<file path="config.mk">
export PLATFORM = sky130hd
export DESIGN_NAME = imu_angle_packet_parser_flat
export DESIGN_NICKNAME = d
export VERILOG_FILES = /design/src/sv/iap_pkg.sv /design/src/sv/iap_if.sv /design/src/sv/imu_angle_packet_parser.sv /design/src/flat_wrapper.sv
export VERILOG_INCLUDE_DIRS = /design/src /design/src/sv
export SDC_FILE = /design/constraint.sdc
export NUM_CORES = 1
export LEC_CHECK = 0
export BUFFER_PORTS_ARGS = -buffer_cell sky130_fd_sc_hd__buf_2
export CAP_MARGIN = 5
export CELL_PAD_IN_SITES_DETAIL_PLACEMENT = 1
export CELL_PAD_IN_SITES_GLOBAL_PLACEMENT = 1
export CORE_MARGIN = 3
export CORE_UTILIZATION = 49
export CTS_BUF_LIST = sky130_fd_sc_hd__clkbuf_4
export CTS_CLUSTER_SIZE = 10
export DETAILED_ROUTE_END_ITERATION = 8
export PLACE_DENSITY_LB_ADDON = 0.1
export REMOVE_ABC_BUFFERS = 1
export SLEW_MARGIN = 15
export SYNTH_ARGS = -nofsm -noshare
export SYNTH_HDL_FRONTEND = slang
export SYNTH_SLANG_ARGS = --single-unit
</file>
<file path="constraint.sdc">
create_clock -name i_clk -period 7.41 [get_ports i_clk]
set_input_delay 0.3705 -clock i_clk [delete_from_list [all_inputs] [get_ports i_clk]]
set_output_delay 0.3705 -clock i_clk [all_outputs]
set_load 0.02 [all_outputs]
</file>
<file path="src/sv/assert_macros.svh">
// ----------------------------------------------------------------------------
// assert_macros.svh
// concurrent assertion helpers, compiled out when NO_ASSERTIONS is defined
// ----------------------------------------------------------------------------
`ifndef ASSERT_MACROS_SVH
`define ASSERT_MACROS_SVH

`ifndef NO_ASSERTIONS

// checked only out of reset
`define ASSERT_CLK(lbl, clk, rst_n, prop, msg) \
    lbl: assert property (@(posedge clk) disable iff (!rst_n) (prop)) else $error(msg);

// checked on every edge, reset included
`define ASSERT_ALWAYS(lbl, clk, prop, msg) \
    lbl: assert property (@(posedge clk) (prop)) else $error(msg);

`else

`define ASSERT_CLK(lbl, clk, rst_n, prop, msg)
`define ASSERT_ALWAYS(lbl, clk, prop, msg)

`endif

`endif

</file>
<file path="src/sv/iap_pkg.sv">
// ----------------------------------------------------------------------------
// iap_pkg
// constants and types of the inertial sensor angle packet parser
// ----------------------------------------------------------------------------
package iap_pkg;

    localparam logic [7:0] HDR_FIRST  = 8'h55;
    localparam logic [7:0] HDR_SECOND = 8'h53;
    // header bytes seed the packet sum
    localparam logic [7:0] HDR_SUM    = HDR_FIRST + HDR_SECOND;

    localparam int unsigned DATA_BYTES = 9;
    localparam int unsigned STORE_DEPTH = DATA_BYTES - 1;
    localparam int unsigned POS_W = 4;
    localparam logic [POS_W-1:0] SUM_POS = POS_W'(DATA_BYTES - 1);

    // raw words above half a turn wrap negative
    localparam logic [15:0] HALF_TURN_RAW = 16'd32768;

    localparam int unsigned ANGLE_W = 17;
    localparam int unsigned WORD_W  = 16;

    typedef enum logic [1:0] {
        PH_HUNT1 = 2'd0,
        PH_HUNT2 = 2'd1,
        PH_DATA  = 2'd2
    } t_phase;

    typedef logic signed [ANGLE_W-1:0] t_angle;

    function automatic t_angle wrap_angle(input logic [WORD_W-1:0] raw);
        t_angle v;
        v = t_angle'({(raw > HALF_TURN_RAW), raw});
        return v;
    endfunction

endpackage

</file>
<file path="src/sv/iap_if.sv">
// ----------------------------------------------------------------------------
// iap_rx_if / iap_angle_if / iap_cfg_if
// valid-ready channels of the angle packet parser
// ----------------------------------------------------------------------------
interface iap_rx_if;
    logic       valid;
    logic       ready;
    logic [7:0] rx_byte;

    modport source (output valid, output rx_byte, input ready);
    modport sink   (input valid, input rx_byte, output ready);
endinterface

interface iap_angle_if;
    logic                           valid;
    logic                           ready;
    iap_pkg::t_angle                roll_angle;
    iap_pkg::t_angle                pitch_angle;
    iap_pkg::t_angle                yaw_angle;
    logic [iap_pkg::WORD_W-1:0]     extra_word;

    modport source (output valid, output roll_angle, output pitch_angle,
                    output yaw_angle, output extra_word, input ready);
    modport sink   (input valid, input roll_angle, input pitch_angle,
                    input yaw_angle, input extra_word, output ready);
endinterface

interface iap_cfg_if;
    logic valid;
    logic ready;
    logic yaw_unsigned_mode;

    modport source (output valid, output yaw_unsigned_mode, input ready);
    modport sink   (input valid, input yaw_unsigned_mode, output ready);
endinterface

</file>
<file path="src/sv/imu_angle_packet_parser.sv">
// ----------------------------------------------------------------------------
// imu_angle_packet_parser
// byte-wise parser for sensor angle packets with an 8-bit sum check
// ----------------------------------------------------------------------------
//  channel   dir  word                                             handshake
//  i_rx      in   rx_byte[7:0]                                     valid/ready
//  o_angle   out  roll, pitch, yaw (17b signed), extra_word (16b)  valid/ready
//  i_cfg     in   yaw_unsigned_mode                                valid/ready
//
//  one byte is taken per cycle while i_rx.ready is high; a result shows in the cycle after its sum byte
//  the result register stalls input only while it is full and not taken
//  i_cfg.ready is always high
//  synchronous active-low reset returns to header hunt, clears mode and valid
// ----------------------------------------------------------------------------
`include "assert_macros.svh"

module imu_angle_packet_parser (
    input  logic              i_clk,
    input  logic              i_rst_n,
    iap_rx_if.sink            i_rx,
    iap_cfg_if.sink           i_cfg,
    iap_angle_if.source       o_angle
);

    iap_pkg::t_phase                    r_phase, n_phase;
    logic [iap_pkg::POS_W-1:0]          r_pos, n_pos;
    logic [7:0]                         r_sum, n_sum;
    logic [7:0]                         r_store [iap_pkg::STORE_DEPTH];
    logic                               r_yaw_mode;

    logic                               r_out_valid;
    iap_pkg::t_angle                    r_roll, r_pitch, r_yaw;
    logic [iap_pkg::WORD_W-1:0]         r_extra;

    logic                               accept;
    logic                               store_we;
    logic                               emit;
    logic [iap_pkg::WORD_W-1:0]         raw_roll, raw_pitch, raw_yaw, raw_extra;

    assign i_rx.ready  = !r_out_valid || o_angle.ready;
    assign accept      = i_rx.valid && i_rx.ready;
    assign i_cfg.ready = 1'b1;

    // packet words, low byte first
    assign raw_roll  = {r_store[1], r_store[0]};
    assign raw_pitch = {r_store[3], r_store[2]};
    assign raw_yaw   = {r_store[5], r_store[4]};
    assign raw_extra = {r_store[7], r_store[6]};

    always_comb begin
        n_phase  = r_phase;
        n_pos    = r_pos;
        n_sum    = r_sum;
        store_we = 1'b0;
        emit     = 1'b0;
        if (accept) begin
            case (r_phase)
                iap_pkg::PH_HUNT2: begin
                    if (i_rx.rx_byte == iap_pkg::HDR_SECOND) begin
                        n_phase = iap_pkg::PH_DATA;
                        n_pos   = '0;
                        n_sum   = iap_pkg::HDR_SUM;
                    end else begin
                        n_phase = iap_pkg::PH_HUNT1;
                    end
                end
                iap_pkg::PH_DATA: begin
                    if (r_pos < iap_pkg::SUM_POS) begin
                        store_we = 1'b1;
                        n_sum    = r_sum + i_rx.rx_byte;
                        n_pos    = r_pos + 1'b1;
                    end else begin
                        n_phase = iap_pkg::PH_HUNT1;
                        n_pos   = '0;
                        emit    = (r_sum == i_rx.rx_byte);
                    end
                end
                default: begin
                    n_phase = (i_rx.rx_byte == iap_pkg::HDR_FIRST) ?
                              iap_pkg::PH_HUNT2 : iap_pkg::PH_HUNT1;
                end
            endcase
        end
    end

    always_ff @(posedge i_clk) begin
        if (!i_rst_n) begin
            r_phase <= iap_pkg::PH_HUNT1;
            r_pos   <= '0;
            r_sum   <= '0;
        end else begin
            r_phase <= n_phase;
            r_pos   <= n_pos;
            r_sum   <= n_sum;
        end
    end

    always_ff @(posedge i_clk) begin
        if (store_we) begin
            r_store[r_pos[2:0]] <= i_rx.rx_byte;
        end
    end

    always_ff @(posedge i_clk) begin
        if (!i_rst_n) begin
            r_yaw_mode <= 1'b0;
        end else if (i_cfg.valid) begin
            r_yaw_mode <= i_cfg.yaw_unsigned_mode;
        end
    end

    always_ff @(posedge i_clk) begin
        if (!i_rst_n) begin
            r_out_valid <= 1'b0;
        end else if (emit) begin
            r_out_valid <= 1'b1;
        end else if (o_angle.ready) begin
            r_out_valid <= 1'b0;
        end
    end

    always_ff @(posedge i_clk) begin
        if (emit) begin
            r_roll  <= iap_pkg::wrap_angle(raw_roll);
            r_pitch <= iap_pkg::wrap_angle(raw_pitch);
            r_yaw   <= r_yaw_mode ? iap_pkg::t_angle'({1'b0, raw_yaw})
                                  : iap_pkg::wrap_angle(raw_yaw);
            r_extra <= raw_extra;
        end
    end

    assign o_angle.valid       = r_out_valid;
    assign o_angle.roll_angle  = r_roll;
    assign o_angle.pitch_angle = r_pitch;
    assign o_angle.yaw_angle   = r_yaw;
    assign o_angle.extra_word  = r_extra;

    `ASSERT_CLK(a_rise_after_sum, i_clk, i_rst_n, $rose(r_out_valid) |-> $past(accept && r_phase == iap_pkg::PH_DATA && r_pos == iap_pkg::SUM_POS), "result without a sum byte")
    `ASSERT_CLK(a_pos_in_range, i_clk, i_rst_n, r_pos <= iap_pkg::SUM_POS, "byte position past sum byte")
    `ASSERT_CLK(a_pos_idle_zero, i_clk, i_rst_n, (r_phase != iap_pkg::PH_DATA) |-> (r_pos == '0), "byte position nonzero while hunting")
    `ASSERT_CLK(a_stall_holds, i_clk, i_rst_n, (r_out_valid && !o_angle.ready) |=> (r_out_valid && $stable(r_roll) && $stable(r_extra)), "stalled result lost")
    `ASSERT_ALWAYS(a_reset_clears, i_clk, !i_rst_n |=> !r_out_valid, "result valid after reset")

endmodule
</file>
<file path="src/flat_wrapper.sv">
// flat-port wrapper written by rule: the top's interface ports become plain ports
module imu_angle_packet_parser_flat 
  (i_clk, i_rst_n, i_rx_valid, i_rx_rx_byte, i_rx_ready, i_cfg_valid, i_cfg_yaw_unsigned_mode, i_cfg_ready, o_angle_valid, o_angle_roll_angle, o_angle_pitch_angle, o_angle_yaw_angle, o_angle_extra_word, o_angle_ready);
  iap_rx_if i_rx_i ();
  iap_cfg_if i_cfg_i ();
  iap_angle_if o_angle_i ();
  input  logic i_clk;
  input  logic i_rst_n;
  input wire logic [$bits(i_rx_i.valid)-1:0] i_rx_valid;
  input wire logic [$bits(i_rx_i.rx_byte)-1:0] i_rx_rx_byte;
  output wire logic [$bits(i_rx_i.ready)-1:0] i_rx_ready;
  input wire logic [$bits(i_cfg_i.valid)-1:0] i_cfg_valid;
  input wire logic [$bits(i_cfg_i.yaw_unsigned_mode)-1:0] i_cfg_yaw_unsigned_mode;
  output wire logic [$bits(i_cfg_i.ready)-1:0] i_cfg_ready;
  output wire logic [$bits(o_angle_i.valid)-1:0] o_angle_valid;
  output wire logic [$bits(o_angle_i.roll_angle)-1:0] o_angle_roll_angle;
  output wire logic [$bits(o_angle_i.pitch_angle)-1:0] o_angle_pitch_angle;
  output wire logic [$bits(o_angle_i.yaw_angle)-1:0] o_angle_yaw_angle;
  output wire logic [$bits(o_angle_i.extra_word)-1:0] o_angle_extra_word;
  input wire logic [$bits(o_angle_i.ready)-1:0] o_angle_ready;
  assign i_rx_i.valid = i_rx_valid;
  assign i_rx_i.rx_byte = i_rx_rx_byte;
  assign i_rx_ready = i_rx_i.ready;
  assign i_cfg_i.valid = i_cfg_valid;
  assign i_cfg_i.yaw_unsigned_mode = i_cfg_yaw_unsigned_mode;
  assign i_cfg_ready = i_cfg_i.ready;
  assign o_angle_valid = o_angle_i.valid;
  assign o_angle_roll_angle = o_angle_i.roll_angle;
  assign o_angle_pitch_angle = o_angle_i.pitch_angle;
  assign o_angle_yaw_angle = o_angle_i.yaw_angle;
  assign o_angle_extra_word = o_angle_i.extra_word;
  assign o_angle_i.ready = o_angle_ready;
  imu_angle_packet_parser u_core (.i_clk(i_clk), .i_rst_n(i_rst_n), .i_rx(i_rx_i), .i_cfg(i_cfg_i), .o_angle(o_angle_i));
endmodule
</file>
==> metrics <==
flop2flop setup slack 4.80 ns; Port Buffer Count 82; WL/cell 19.1 microns; RSZ-0062 raised after global routing no; Std-Cell Rows 37; FF+latch count, synth 147; initial antenna violation count 0; Post-Route WL 10200 microns; initial DRC count 132; metal3 WL 476 microns; vias per inst 5.32; Slew @ Worst Pin 1.03 ns; Die Ht 110 microns; fillers 1009; area of the die 12000 sq um; DRC viols 0; synthesis-to-layout area growth 15.8%; Post-synth top cells edfxtp_1, dfxtp_1, nand2b_1, nor4_1; met1 WL 4550 microns; Slew Viols, Final 0; n_diodes 0; CP Data Required Time 7.55 ns; Highest Clock Rate 383 MHz; DP Wirelength 6950 microns; CTS Buffer Depth 2; static leakage 2.13 nW; count of antenna-violating nets left after detailed routing 0; yosys warns 0; CTS hold repair buffers 0; Final min period 2.61 ns; via count 2846; routed wl met2 5130 microns; Rel. slew slack 0.307; Multi-input gate area 965 sq um; core area 10400 sq um; final worst clock skew 0.0152 ns; I/O Pins 84; clock-pin slew on the worst setup and hold paths 0.11 ns; maximum vdd drop 0.117 mV; Starting Density 0.507; Hold WC Path Type in -> reg; Crit Path Class reg -> reg; Post CTS Setup Buffer Count 0; Crit. End Element flop; Global Route Usage Sum 0.186; Synth area leaders edfxtp_1, dfxtp_1, ha_1; async set or reset register ratio after synthesis 0; status complete, no violations; post-synthesis area per instance 18.2 sq um; CTS root buffer clkbuf_4; Hold Path Depth 3; Die W 110 microns; DRT Pass-1 Iters 4; total power 0.00137 W; Final Cycle Share 0.352; share of cells above drive strength 1 0.311; EDFF count, synth 131; routability cong. 0.789; Worst Hold Endpoint u_core.r_yaw_mode; top-count cell post-synth edfxtp_1; Synth area leader edfxtp_1; Final setup viols 0; Synth cell types 50; Max FO, Critical Path 14; top sig layer met4; CP startpoint u_core.r_phase[0]; Post-CTS Resized 0; post-synthesis sequential area ratio 0.809; first-pass GRT wire length 15800 microns; Synth Instances 289; setup TNS 0 ns; Num Clock Sinks 147; mapped cell area 5260 sq um; post-synth top area share 0.748; largest net degree at the start of global routing 43; worst reg2reg path endpoint u_core.r_store[0][5]; GRT overflow 0; flip-flop and latch area 4250 sq um; CP Data Arrival Time 2.75 ns; max-cap violation count 0; worst-case reg-to-reg path depth 5; H-tree Lvls 4; hold path startpoint i_cfg_yaw_unsigned_mode; Crit Reg-Reg Startpoint u_core.r_phase[0]; Final #Nets 412; top_reg_cell synth edfxtp_1; CP startpoint kind flop; CTS tree done; TritonCTS buffer count 17; Clock Latency Late Sink 0.51 ns; power density cells 226 nW/um^2; vias in the first global route 2891; Final Hold Viols 0
## flip-flops by register name (all words and copies together) (netlist names), 2 cells and up
name and cells:
u_core.r_pos 4, o_angle_extra_word 16, u_core.o_angle.yaw_angle 17, u_core.o_angle.roll_angle 17, u_core.r_store 64, u_core.r_sum 8, u_core.o_angle.pitch_angle 17, u_core.r_phase 2
## per-stage QoR
step            util  hold slack, ns  cell area (sq um)  std cells  setup WS, ns
2_1_floorplan      -           0.400               5230        284         0.912
3_3_place_gp   0.562           0.403               5830        504          4.83
3_5_place_dp   0.562           0.406               5830        504          4.66
4_1_cts        0.587          0.0558               6090        535          4.64
5_1_grt        0.587          0.0475               6090        535          4.54
6_report       0.587           0.115               6090        535          4.80
## power breakdown
group	switching [W]	internal, W	total, W
registers	0.000000169	0.000894	0.000894
clock network	0.000257	0.000195	0.000452
logic	0.0000196	0.00000862	0.0000282
total	0.000277	0.00110	0.00137
## critical path, stage by stage (launching register included)
cell and delay (ns):
dfxtp_1 0.34, inv_1 0.06, ha_1 0.47, nand2b_1 0.13
or3_1 0.42, nor3_1 0.82
## cells in the final DEF (no fill, tap or decap), types with 3 or more instances in the layout
cell type	n
edfxtp_1	131
buf_2	82
clkbuf_4	18
dfxtp_1	16
nand2b_1	11
nor4_1	11
nand3_1	10
nor2_1	10
ha_1	10
o21ai_1	7
a21boi_1	7
nand2_1	6
inv_1	5
nor2b_1	4
nor3_1	4
o21ai_0	4
a21oi_1	4
clkinv_2	4
clkinv_1	4
xor2_1	3
nor3_2	3
a41oi_1	3
a21o_1	3
## per-layer routing
metal / up-vias / track usage
li1: 1336 / -
met1: 1412 / 0.235
met2: 94 / 0.308
met3: 4 / 0.0564
met4: 0 / 0.0641
met5: - / 0
## cell type report
| type | count | area share |
|---|---|---|
| Inverter | 6 | 0.00370 |
| Timing Repair Buffer | 84 | 0.0698 |
| Multi-Input combinational cell | 131 | 0.158 |
| Tap cell | 136 | 0.0279 |
| Clock buffer | 18 | 0.0222 |
| Clock inverter | 13 | 0.0195 |
| Sequential cell | 147 | 0.698 |
## logic make-up after synthesis
group,Yosys count,synth area share
adders and majority gates,11,0.0276
muxes,2,0.00381
buffers and inverters,11,0.00928
DFF,147,0.809
AOI/OAI and AO/OA,42,0.0585
other,1,0.000713
xor gates and xnor gates,5,0.00833
and+or+nand+nor,70,0.0826
## worst max-delay path by stage
stage / depth (start not counted) / slack (ns) / end
after global placement: 5 / 4.83 / u_core.r_store[1][7]
after detailed placement: 5 / 4.66 / u_core.r_store[1][0]
after global routing: 5 / 4.54 / u_core.r_store[0][5]
final: 5 / 4.80 / u_core.r_store[0][5]
after floorplan: 3 / 0.91 / o_angle_extra_word[0]
after CTS: 5 / 4.64 / u_core.r_store[1][6]
Note: power is estimated with default switching activity, not from simulation.
